[config.mk]
export PLATFORM = sky130hd
export DESIGN_NAME = led_pixel_pulse_encoder
export DESIGN_NICKNAME = d
export VERILOG_FILES = /design/src/hdl/lpe_pkg.sv /design/src/hdl/lpe_cfg.sv /design/src/hdl/lpe_seq.sv /design/src/hdl/lpe_out.sv /design/src/hdl/led_pixel_pulse_encoder.sv
export SDC_FILE = /design/constraint.sdc
export NUM_CORES = 1
export LEC_CHECK = 0
export ABC_AREA = 0
export BUFFER_PORTS_ARGS = -buffer_cell sky130_fd_sc_hd__buf_2
export CORE_ASPECT_RATIO = 0.9
export CORE_MARGIN = 2
export CORE_UTILIZATION = 55
export DETAILED_ROUTE_END_ITERATION = 6
export PLACE_DENSITY = 0.75
export SLEW_MARGIN = 15
export SYNTH_ARGS = -nofsm -noshare
export SYNTH_HDL_FRONTEND = slang
export SYNTH_SLANG_ARGS = --single-unit
[constraint.sdc]
create_clock -name clk -period 6.55 [get_ports clk]
set_input_delay 0.655 -clock clk [delete_from_list [all_inputs] [get_ports clk]]
set_output_delay 0.655 -clock clk [all_outputs]
set_load 0.05 [all_outputs]
[src/hdl/lpe_pkg.sv]
// ----------------------------------------------------------------------------
// LED pixel pulse encoder package
// Shared widths, register indexes, constants and the structs passed between
// the encoder's modules.
// ----------------------------------------------------------------------------
package lpe_pkg;

  localparam int TimingW   = 14;
  localparam int ResetW    = 22;
  localparam int DurW      = 16;
  localparam int ByteW     = 8;
  localparam int CfgIndexW = 3;
  localparam int CfgDataW  = 22;
  localparam int BitCntW   = $clog2(ByteW);

  localparam int MaxChunkTicks = 65535;
  localparam int MaxChunks     = 64;

  localparam logic [ResetW-1:0] RESET_CAP = ResetW'(MaxChunks * MaxChunkTicks);
  localparam logic [ResetW-1:0] CHUNK_MAX = ResetW'(MaxChunkTicks);

  localparam logic [TimingW-1:0] T1_RESET    = TimingW'(10);
  localparam logic [TimingW-1:0] T2_RESET    = TimingW'(25);
  localparam logic [TimingW-1:0] T3_RESET    = TimingW'(15);
  localparam logic [ResetW-1:0]  RESET_RESET = ResetW'(11200);

  typedef enum logic [CfgIndexW-1:0] {
    REG_T1    = 3'd0,
    REG_T2    = 3'd1,
    REG_T3    = 3'd2,
    REG_RESET = 3'd3
  } reg_index_t;

  typedef enum logic {
    KIND_DATA = 1'b0,
    KIND_EOF  = 1'b1
  } kind_t;

  typedef struct packed {
    logic [TimingW-1:0] t1;
    logic [TimingW-1:0] t2;
    logic [TimingW-1:0] t3;
    logic [ResetW-1:0]  reset_len;
  } cfg_t;

  typedef struct packed {
    logic            first_level;
    logic [DurW-1:0] first_duration;
    logic            second_level;
    logic [DurW-1:0] second_duration;
    logic            last;
  } sym_t;

endpackage

[src/hdl/lpe_cfg.sv]
// ----------------------------------------------------------------------------
// LED pixel pulse encoder configuration registers
// Holds the bit timings and the latch reset length, written over the
// configuration channel.
// ----------------------------------------------------------------------------
module lpe_cfg (
  input  logic                           clk,
  input  logic                           rst_n,
  input  logic                           cfg_valid,
  output logic                           cfg_ready,
  input  logic [lpe_pkg::CfgIndexW-1:0]  cfg_index,
  input  logic [lpe_pkg::CfgDataW-1:0]   cfg_data,
  output lpe_pkg::cfg_t                  cfg
);

  lpe_pkg::cfg_t cfg_r;
  lpe_pkg::cfg_t cfg_nxt;

  assign cfg_ready = 1'b1;
  assign cfg       = cfg_r;

  always_comb begin
    cfg_nxt = cfg_r;
    if (cfg_valid) begin
      case (cfg_index)
        lpe_pkg::REG_T1:    cfg_nxt.t1 = cfg_data[lpe_pkg::TimingW-1:0];
        lpe_pkg::REG_T2:    cfg_nxt.t2 = cfg_data[lpe_pkg::TimingW-1:0];
        lpe_pkg::REG_T3:    cfg_nxt.t3 = cfg_data[lpe_pkg::TimingW-1:0];
        lpe_pkg::REG_RESET: cfg_nxt.reset_len = cfg_data[lpe_pkg::ResetW-1:0];
        default: begin
        end
      endcase
    end
  end

  always_ff @(posedge clk) begin
    if (!rst_n) begin
      cfg_r.t1        <= lpe_pkg::T1_RESET;
      cfg_r.t2        <= lpe_pkg::T2_RESET;
      cfg_r.t3        <= lpe_pkg::T3_RESET;
      cfg_r.reset_len <= lpe_pkg::RESET_RESET;
    end else begin
      cfg_r <= cfg_nxt;
    end
  end

endmodule

[src/hdl/lpe_seq.sv]
// ----------------------------------------------------------------------------
// LED pixel pulse encoder symbol sequencer
// Holds the accepted word and produces one line symbol per step: eight data
// symbols for a pixel byte, or latch reset chunks for an end of frame.
// ----------------------------------------------------------------------------
module lpe_seq (
  input  logic                        clk,
  input  logic                        rst_n,
  input  lpe_pkg::cfg_t               cfg,
  input  logic                        in_valid,
  output logic                        in_ready,
  input  logic                        in_kind,
  input  logic [lpe_pkg::ByteW-1:0]   in_data_byte,
  input  logic                        step,
  output logic                        sym_valid,
  output lpe_pkg::sym_t               sym
);

  logic                          busy_r, busy_nxt;
  logic                          kind_r, kind_nxt;
  logic [lpe_pkg::ByteW-1:0]     byte_r, byte_nxt;
  logic [lpe_pkg::BitCntW-1:0]   cnt_r, cnt_nxt;
  logic [lpe_pkg::ResetW-1:0]    left_r, left_nxt;

  logic                          accept;
  logic                          advance;
  logic                          chunk_full;
  logic [lpe_pkg::ResetW-1:0]    chunk;
  logic [lpe_pkg::ResetW-1:0]    load_left;
  logic [lpe_pkg::DurW-1:0]      t1_ext, t2_ext, t3_ext;

  assign t1_ext = lpe_pkg::DurW'(cfg.t1);
  assign t2_ext = lpe_pkg::DurW'(cfg.t2);
  assign t3_ext = lpe_pkg::DurW'(cfg.t3);

  assign chunk_full = left_r > lpe_pkg::CHUNK_MAX;
  assign chunk      = chunk_full ? lpe_pkg::CHUNK_MAX : left_r;
  assign load_left  = (cfg.reset_len > lpe_pkg::RESET_CAP) ? lpe_pkg::RESET_CAP
                                                            : cfg.reset_len;

  assign sym_valid = busy_r;
  assign advance   = busy_r && step;
  assign in_ready  = !busy_r || (advance && sym.last);
  assign accept    = in_valid && in_ready;

  always_comb begin
    sym.second_level = 1'b0;
    if (kind_r == lpe_pkg::KIND_DATA) begin
      sym.first_level = 1'b1;
      if (byte_r[lpe_pkg::ByteW-1]) begin
        sym.first_duration  = t1_ext + t2_ext;
        sym.second_duration = t3_ext;
      end else begin
        sym.first_duration  = t1_ext;
        sym.second_duration = t2_ext + t3_ext;
      end
      sym.last = &cnt_r;
    end else begin
      sym.first_level     = 1'b0;
      sym.first_duration  = chunk[lpe_pkg::DurW-1:0];
      sym.second_duration = lpe_pkg::DurW'(chunk_full);
      sym.last            = !chunk_full;
    end
  end

  always_comb begin
    busy_nxt = busy_r;
    kind_nxt = kind_r;
    byte_nxt = byte_r;
    cnt_nxt  = cnt_r;
    left_nxt = left_r;
    if (advance) begin
      byte_nxt = {byte_r[lpe_pkg::ByteW-2:0], 1'b0};
      cnt_nxt  = cnt_r + 1'b1;
      left_nxt = left_r - chunk;
      if (sym.last) begin
        busy_nxt = 1'b0;
      end
    end
    if (accept) begin
      kind_nxt = in_kind;
      byte_nxt = in_data_byte;
      cnt_nxt  = '0;
      left_nxt = load_left;
      busy_nxt = (in_kind == lpe_pkg::KIND_DATA) || (load_left != '0);
    end
  end

  always_ff @(posedge clk) begin
    if (!rst_n) begin
      busy_r <= 1'b0;
    end else begin
      busy_r <= busy_nxt;
    end
  end

  always_ff @(posedge clk) begin
    kind_r <= kind_nxt;
    byte_r <= byte_nxt;
    cnt_r  <= cnt_nxt;
    left_r <= left_nxt;
  end

endmodule

[src/hdl/lpe_out.sv]
// ----------------------------------------------------------------------------
// LED pixel pulse encoder output register
// Holds one finished symbol for the result channel and lets the sequencer
// step whenever the register is empty or being emptied.
// ----------------------------------------------------------------------------
module lpe_out (
  input  logic          clk,
  input  logic          rst_n,
  input  logic          sym_valid,
  input  lpe_pkg::sym_t sym,
  output logic          step,
  output logic          out_valid,
  input  logic          out_ready,
  output lpe_pkg::sym_t out_sym
);

  logic          valid_r, valid_nxt;
  lpe_pkg::sym_t sym_r, sym_nxt;

  assign step      = !valid_r || out_ready;
  assign out_valid = valid_r;
  assign out_sym   = sym_r;

  always_comb begin
    valid_nxt = valid_r;
    sym_nxt   = sym_r;
    if (step) begin
      valid_nxt = sym_valid;
      sym_nxt   = sym;
    end
  end

  always_ff @(posedge clk) begin
    if (!rst_n) begin
      valid_r <= 1'b0;
    end else begin
      valid_r <= valid_nxt;
    end
  end

  always_ff @(posedge clk) begin
    sym_r <= sym_nxt;
  end

endmodule

[src/hdl/led_pixel_pulse_encoder.sv]
// ----------------------------------------------------------------------------
// LED pixel pulse encoder
// Each pixel byte becomes eight two-phase line symbols, most significant bit
// first, and each end-of-frame word becomes low latch chunks of at most 65535
// ticks. The sequencer emits one symbol per cycle into the output register
// whenever that register is empty or being emptied, so a pixel byte gives
// eight symbols and an end of frame one per chunk (up to 64; none when the
// reset length is zero). The next input word is taken in the cycle its
// predecessor's final symbol moves into the output register, so a steady
// byte stream runs with no gaps while the result side keeps taking words.
// ----------------------------------------------------------------------------
module led_pixel_pulse_encoder (
  input  logic                           clk,
  input  logic                           rst_n,
  input  logic                           cfg_valid,
  output logic                           cfg_ready,
  input  logic [lpe_pkg::CfgIndexW-1:0]  cfg_index,
  input  logic [lpe_pkg::CfgDataW-1:0]   cfg_data,
  input  logic                           in_valid,
  output logic                           in_ready,
  input  logic                           in_kind,
  input  logic [lpe_pkg::ByteW-1:0]      in_data_byte,
  output logic                           out_valid,
  input  logic                           out_ready,
  output logic                           out_first_level,
  output logic [lpe_pkg::DurW-1:0]       out_first_duration,
  output logic                           out_second_level,
  output logic [lpe_pkg::DurW-1:0]       out_second_duration,
  output logic                           out_last
);

  lpe_pkg::cfg_t cfg;
  lpe_pkg::sym_t sym;
  lpe_pkg::sym_t out_sym;
  logic          sym_valid;
  logic          step;

  lpe_cfg u_cfg (
    .clk       (clk),
    .rst_n     (rst_n),
    .cfg_valid (cfg_valid),
    .cfg_ready (cfg_ready),
    .cfg_index (cfg_index),
    .cfg_data  (cfg_data),
    .cfg       (cfg)
  );

  lpe_seq u_seq (
    .clk          (clk),
    .rst_n        (rst_n),
    .cfg          (cfg),
    .in_valid     (in_valid),
    .in_ready     (in_ready),
    .in_kind      (in_kind),
    .in_data_byte (in_data_byte),
    .step         (step),
    .sym_valid    (sym_valid),
    .sym          (sym)
  );

  lpe_out u_out (
    .clk       (clk),
    .rst_n     (rst_n),
    .sym_valid (sym_valid),
    .sym       (sym),
    .step      (step),
    .out_valid (out_valid),
    .out_ready (out_ready),
    .out_sym   (out_sym)
  );

  assign out_first_level     = out_sym.first_level;
  assign out_first_duration  = out_sym.first_duration;
  assign out_second_level    = out_sym.second_level;
  assign out_second_duration = out_sym.second_duration;
  assign out_last            = out_sym.last;

endmodule
==> flow_metrics.env <==
export IMPL_placedCellCount=993
export IMPL_wl_per_cell_microns=18.4
export IMPL_cts_tree="built"
export IMPL_setup_viol=0
export IMPL_ys_seq_area_share_pct=45.6
export IMPL_syn_area_sq_um=7240
export IMPL_critPathLaunchType="flop"
export IMPL_vias=6135
export IMPL_synthArstFlopShare_pct=0
export IMPL_r2r_end="u_out.out_sym[31]"
export IMPL_synth_area_per_cell_sq_um=9.16
export IMPL_nets=920
export IMPL_slew_headroom_pct=21.7
export IMPL_hold_path_class="input pin to flop"
export IMPL_period_share_pct=45.4
export IMPL_clkSlewWorstSetupHoldPaths_ns=0.06
export IMPL_numClockSinks=133
export IMPL_ys_flop_type="dfxtp_1"
export IMPL_area_growth_pct=13.9
export IMPL_die_area_sq_um=14100
export IMPL_cts_hold_buf=0
export IMPL_grt_use_total_pct=26.9
export IMPL_diodes=0
export IMPL_port_buffers=73
export IMPL_endpoint_kind="flop"
export IMPL_fin_area_sq_um=8250
export IMPL_final_setup_tns_ns=0
export IMPL_rows=39
export IMPL_whs_path_depth=1
export IMPL_viasPerCell=5.99
export IMPL_grt_pass1_vias=5835
export IMPL_die_h_microns=113
export IMPL_place_area_sq_um=7630
export IMPL_cts_repair_resize_count=0
export IMPL_rr_worst_depth=4
export IMPL_ir_drop_v=0.000184
export IMPL_rsz0062_at_grt="no"
export IMPL_synth_ff_latch_count=133
export IMPL_final_antenna_net_count=0
export IMPL_grt_max_degree=67
export IMPL_tightest_slew_ns=1.17
export IMPL_synth_area_top_cells="edfxtp_1 (27%), dfxtp_1 (19%), nand2_1 (8.9%)"
export IMPL_grt_overflow=0
export IMPL_antenna_found_initial=0
export IMPL_synth_cell_types=73
export IMPL_drtIter0Drc=530
export IMPL_criticalPathCategory="flop to flop"
export IMPL_gp_congestion=0.955
export IMPL_drc=0
export IMPL_yosysTopAreaCellShare_pct=26.5
export IMPL_dpl_hpwl_microns=13600
export IMPL_clock_latency_ns=0.42
export IMPL_core_sq_um=12800
export IMPL_layout_min_cycle_time_ns=2.97
export IMPL_reg2reg_from="u_seq.byte_r[7]"
export IMPL_fmax_ghz=0.336
export IMPL_holdPathEnd="u_seq.kind_r"
export IMPL_grt_pass1_wl_microns=29700
export IMPL_synth_common_cells="nand2_1 (171), dfxtp_1 (69), edfxtp_1 (64)"
export IMPL_drive_above_1_share_pct=15.3
export IMPL_nFillCells=1106
export IMPL_r2r_slack_ns=3.58
export IMPL_htree_num_levels=4
export IMPL_ios=77
export IMPL_yosysMostFrequentCell="nand2_1"
export IMPL_hold_violations=0
export IMPL_power_density_nw_per_um2=297
export IMPL_synth_edff_count=64
export IMPL_yosysWarnings=0
export IMPL_worstHoldStart="in_kind"
export IMPL_maxCapViolations=0
export IMPL_cp_required_ns=6.77
export IMPL_first_pass_iters=5
export IMPL_post_cts_setup_buffer_count=0
export IMPL_cts_made_buffers=17
export IMPL_die_x_microns=125
export IMPL_skew_ns=0.00822
export IMPL_detail_route_wirelength_microns=18900
export IMPL_cts_root_buf="clkbuf_16"
export IMPL_status="completed"
export IMPL_cts_buffer_depth=2
export IMPL_slew_viol_final=0
export IMPL_arrival_ns=3.19
export IMPL_holdWs_ns=0.435
export IMPL_fin_cells=1025
export IMPL_p_leak_nw=3.27
export IMPL_synth_top_area_cell="edfxtp_1"
export IMPL_post_place_ws_ns=3.68
export IMPL_cp_max_fo=28
export IMPL_postSynthCellCount=790
export IMPL_setup_ws_ns=3.58
export IMPL_initial_core_util_pct=56.6
## power by group
group          switching, mW  total (mW)  internal (mW)
combinational          0.287       0.428          0.141
sequential            0.0747        1.05          0.972
clock                  0.363       0.973          0.609
## cell families (layout without fill, tap and decap cells)
family | count (synthesis) | count (layout) | share of synthesized area, %
buf+inv | 54 | 124 | 3.73
flops | 133 | 133 | 45.6
fa+ha+maj | 33 | 33 | 5.91
simple gates | 322 | 322 | 19.8
compound gates | 205 | 205 | 19.4
other cells | 2 | 3 | 0.104
mux | 10 | 10 | 1.61
xor+xnor | 31 | 31 | 3.75
## critical path: stages (launching register included)
cell and delay, ns:
edfxtp_1 1.01, inv_1 0.47, nor2_1 0.87, nand2_1 0.10, o311ai_0 0.32
## stage by stage
step                utilization, %  power, mW
global route                  64.5       2.53
floorplan                        -       1.37
detailed placement            59.7       1.48
finish                        64.5       2.45
global placement              59.7       1.47
CTS                           64.5       2.45
## area by class of cell
class / count / area (sq um) / area share [%]
clock inverters: 9 / 82.6 / 1.00
clock buffers: 23 / 531 / 6.43
repair buffers: 77 / 395 / 4.79
well taps: 164 / 205 / 2.49
inverters: 15 / 56.3 / 0.683
multi-input cells: 604 / 3670 / 44.5
flip-flops and latches: 133 / 3300 / 40.1
## flip-flops by register name (all words and copies together), names as in the netlist
register         cells
u_out.out_sym       33
u_cfg.cfg           64
u_seq.left_r        22
u_seq.kind_r         1
u_seq.byte_r         8
u_out.out_valid      1
u_seq.cnt_r          3
u_seq.sym_valid      1
## per-layer routing
layer / up-vias / GRT usage, % / share of wire (%)
met2: 273 / 41.6 / 45
met1: 2874 / 38.1 / 45
li1: 2954 / - / -
met4: 0 / 9.63 / 2.0
met5: - / 0 / 0
met3: 34 / 5.48 / 8.6
## cells in the final DEF, fill, tap and decap left out, types with 26 or more instances in the layout
| cell type | instances |
|---|---|
| a21boi_0 | 53 |
| a21oi_1 | 32 |
| buf_2 | 73 |
| dfxtp_1 | 69 |
| edfxtp_1 | 64 |
| ha_1 | 31 |
| nand2_1 | 171 |
| nand3_1 | 26 |
| nor2_1 | 55 |
| o21ai_0 | 35 |
## worst max-delay path by stage
| stage | start | depth (start not counted) | end | slack (ns) |
|---|---|---|---|---|
| 2_1_floorplan | out_ready | 2 | u_seq.byte_r[0] | 3.88 |
| 3_3_place_gp | u_seq.byte_r[7] | 4 | u_out.out_sym[31] | 3.78 |
| 3_5_place_dp | u_seq.byte_r[7] | 4 | u_out.out_sym[31] | 3.68 |
| 4_1_cts | u_seq.byte_r[7] | 4 | u_out.out_sym[31] | 3.68 |
| 5_1_grt | u_seq.byte_r[7] | 4 | u_out.out_sym[31] | 3.37 |
| 6_report | u_seq.byte_r[7] | 4 | u_out.out_sym[31] | 3.58 |
Power figures use the tool's default switching activity.
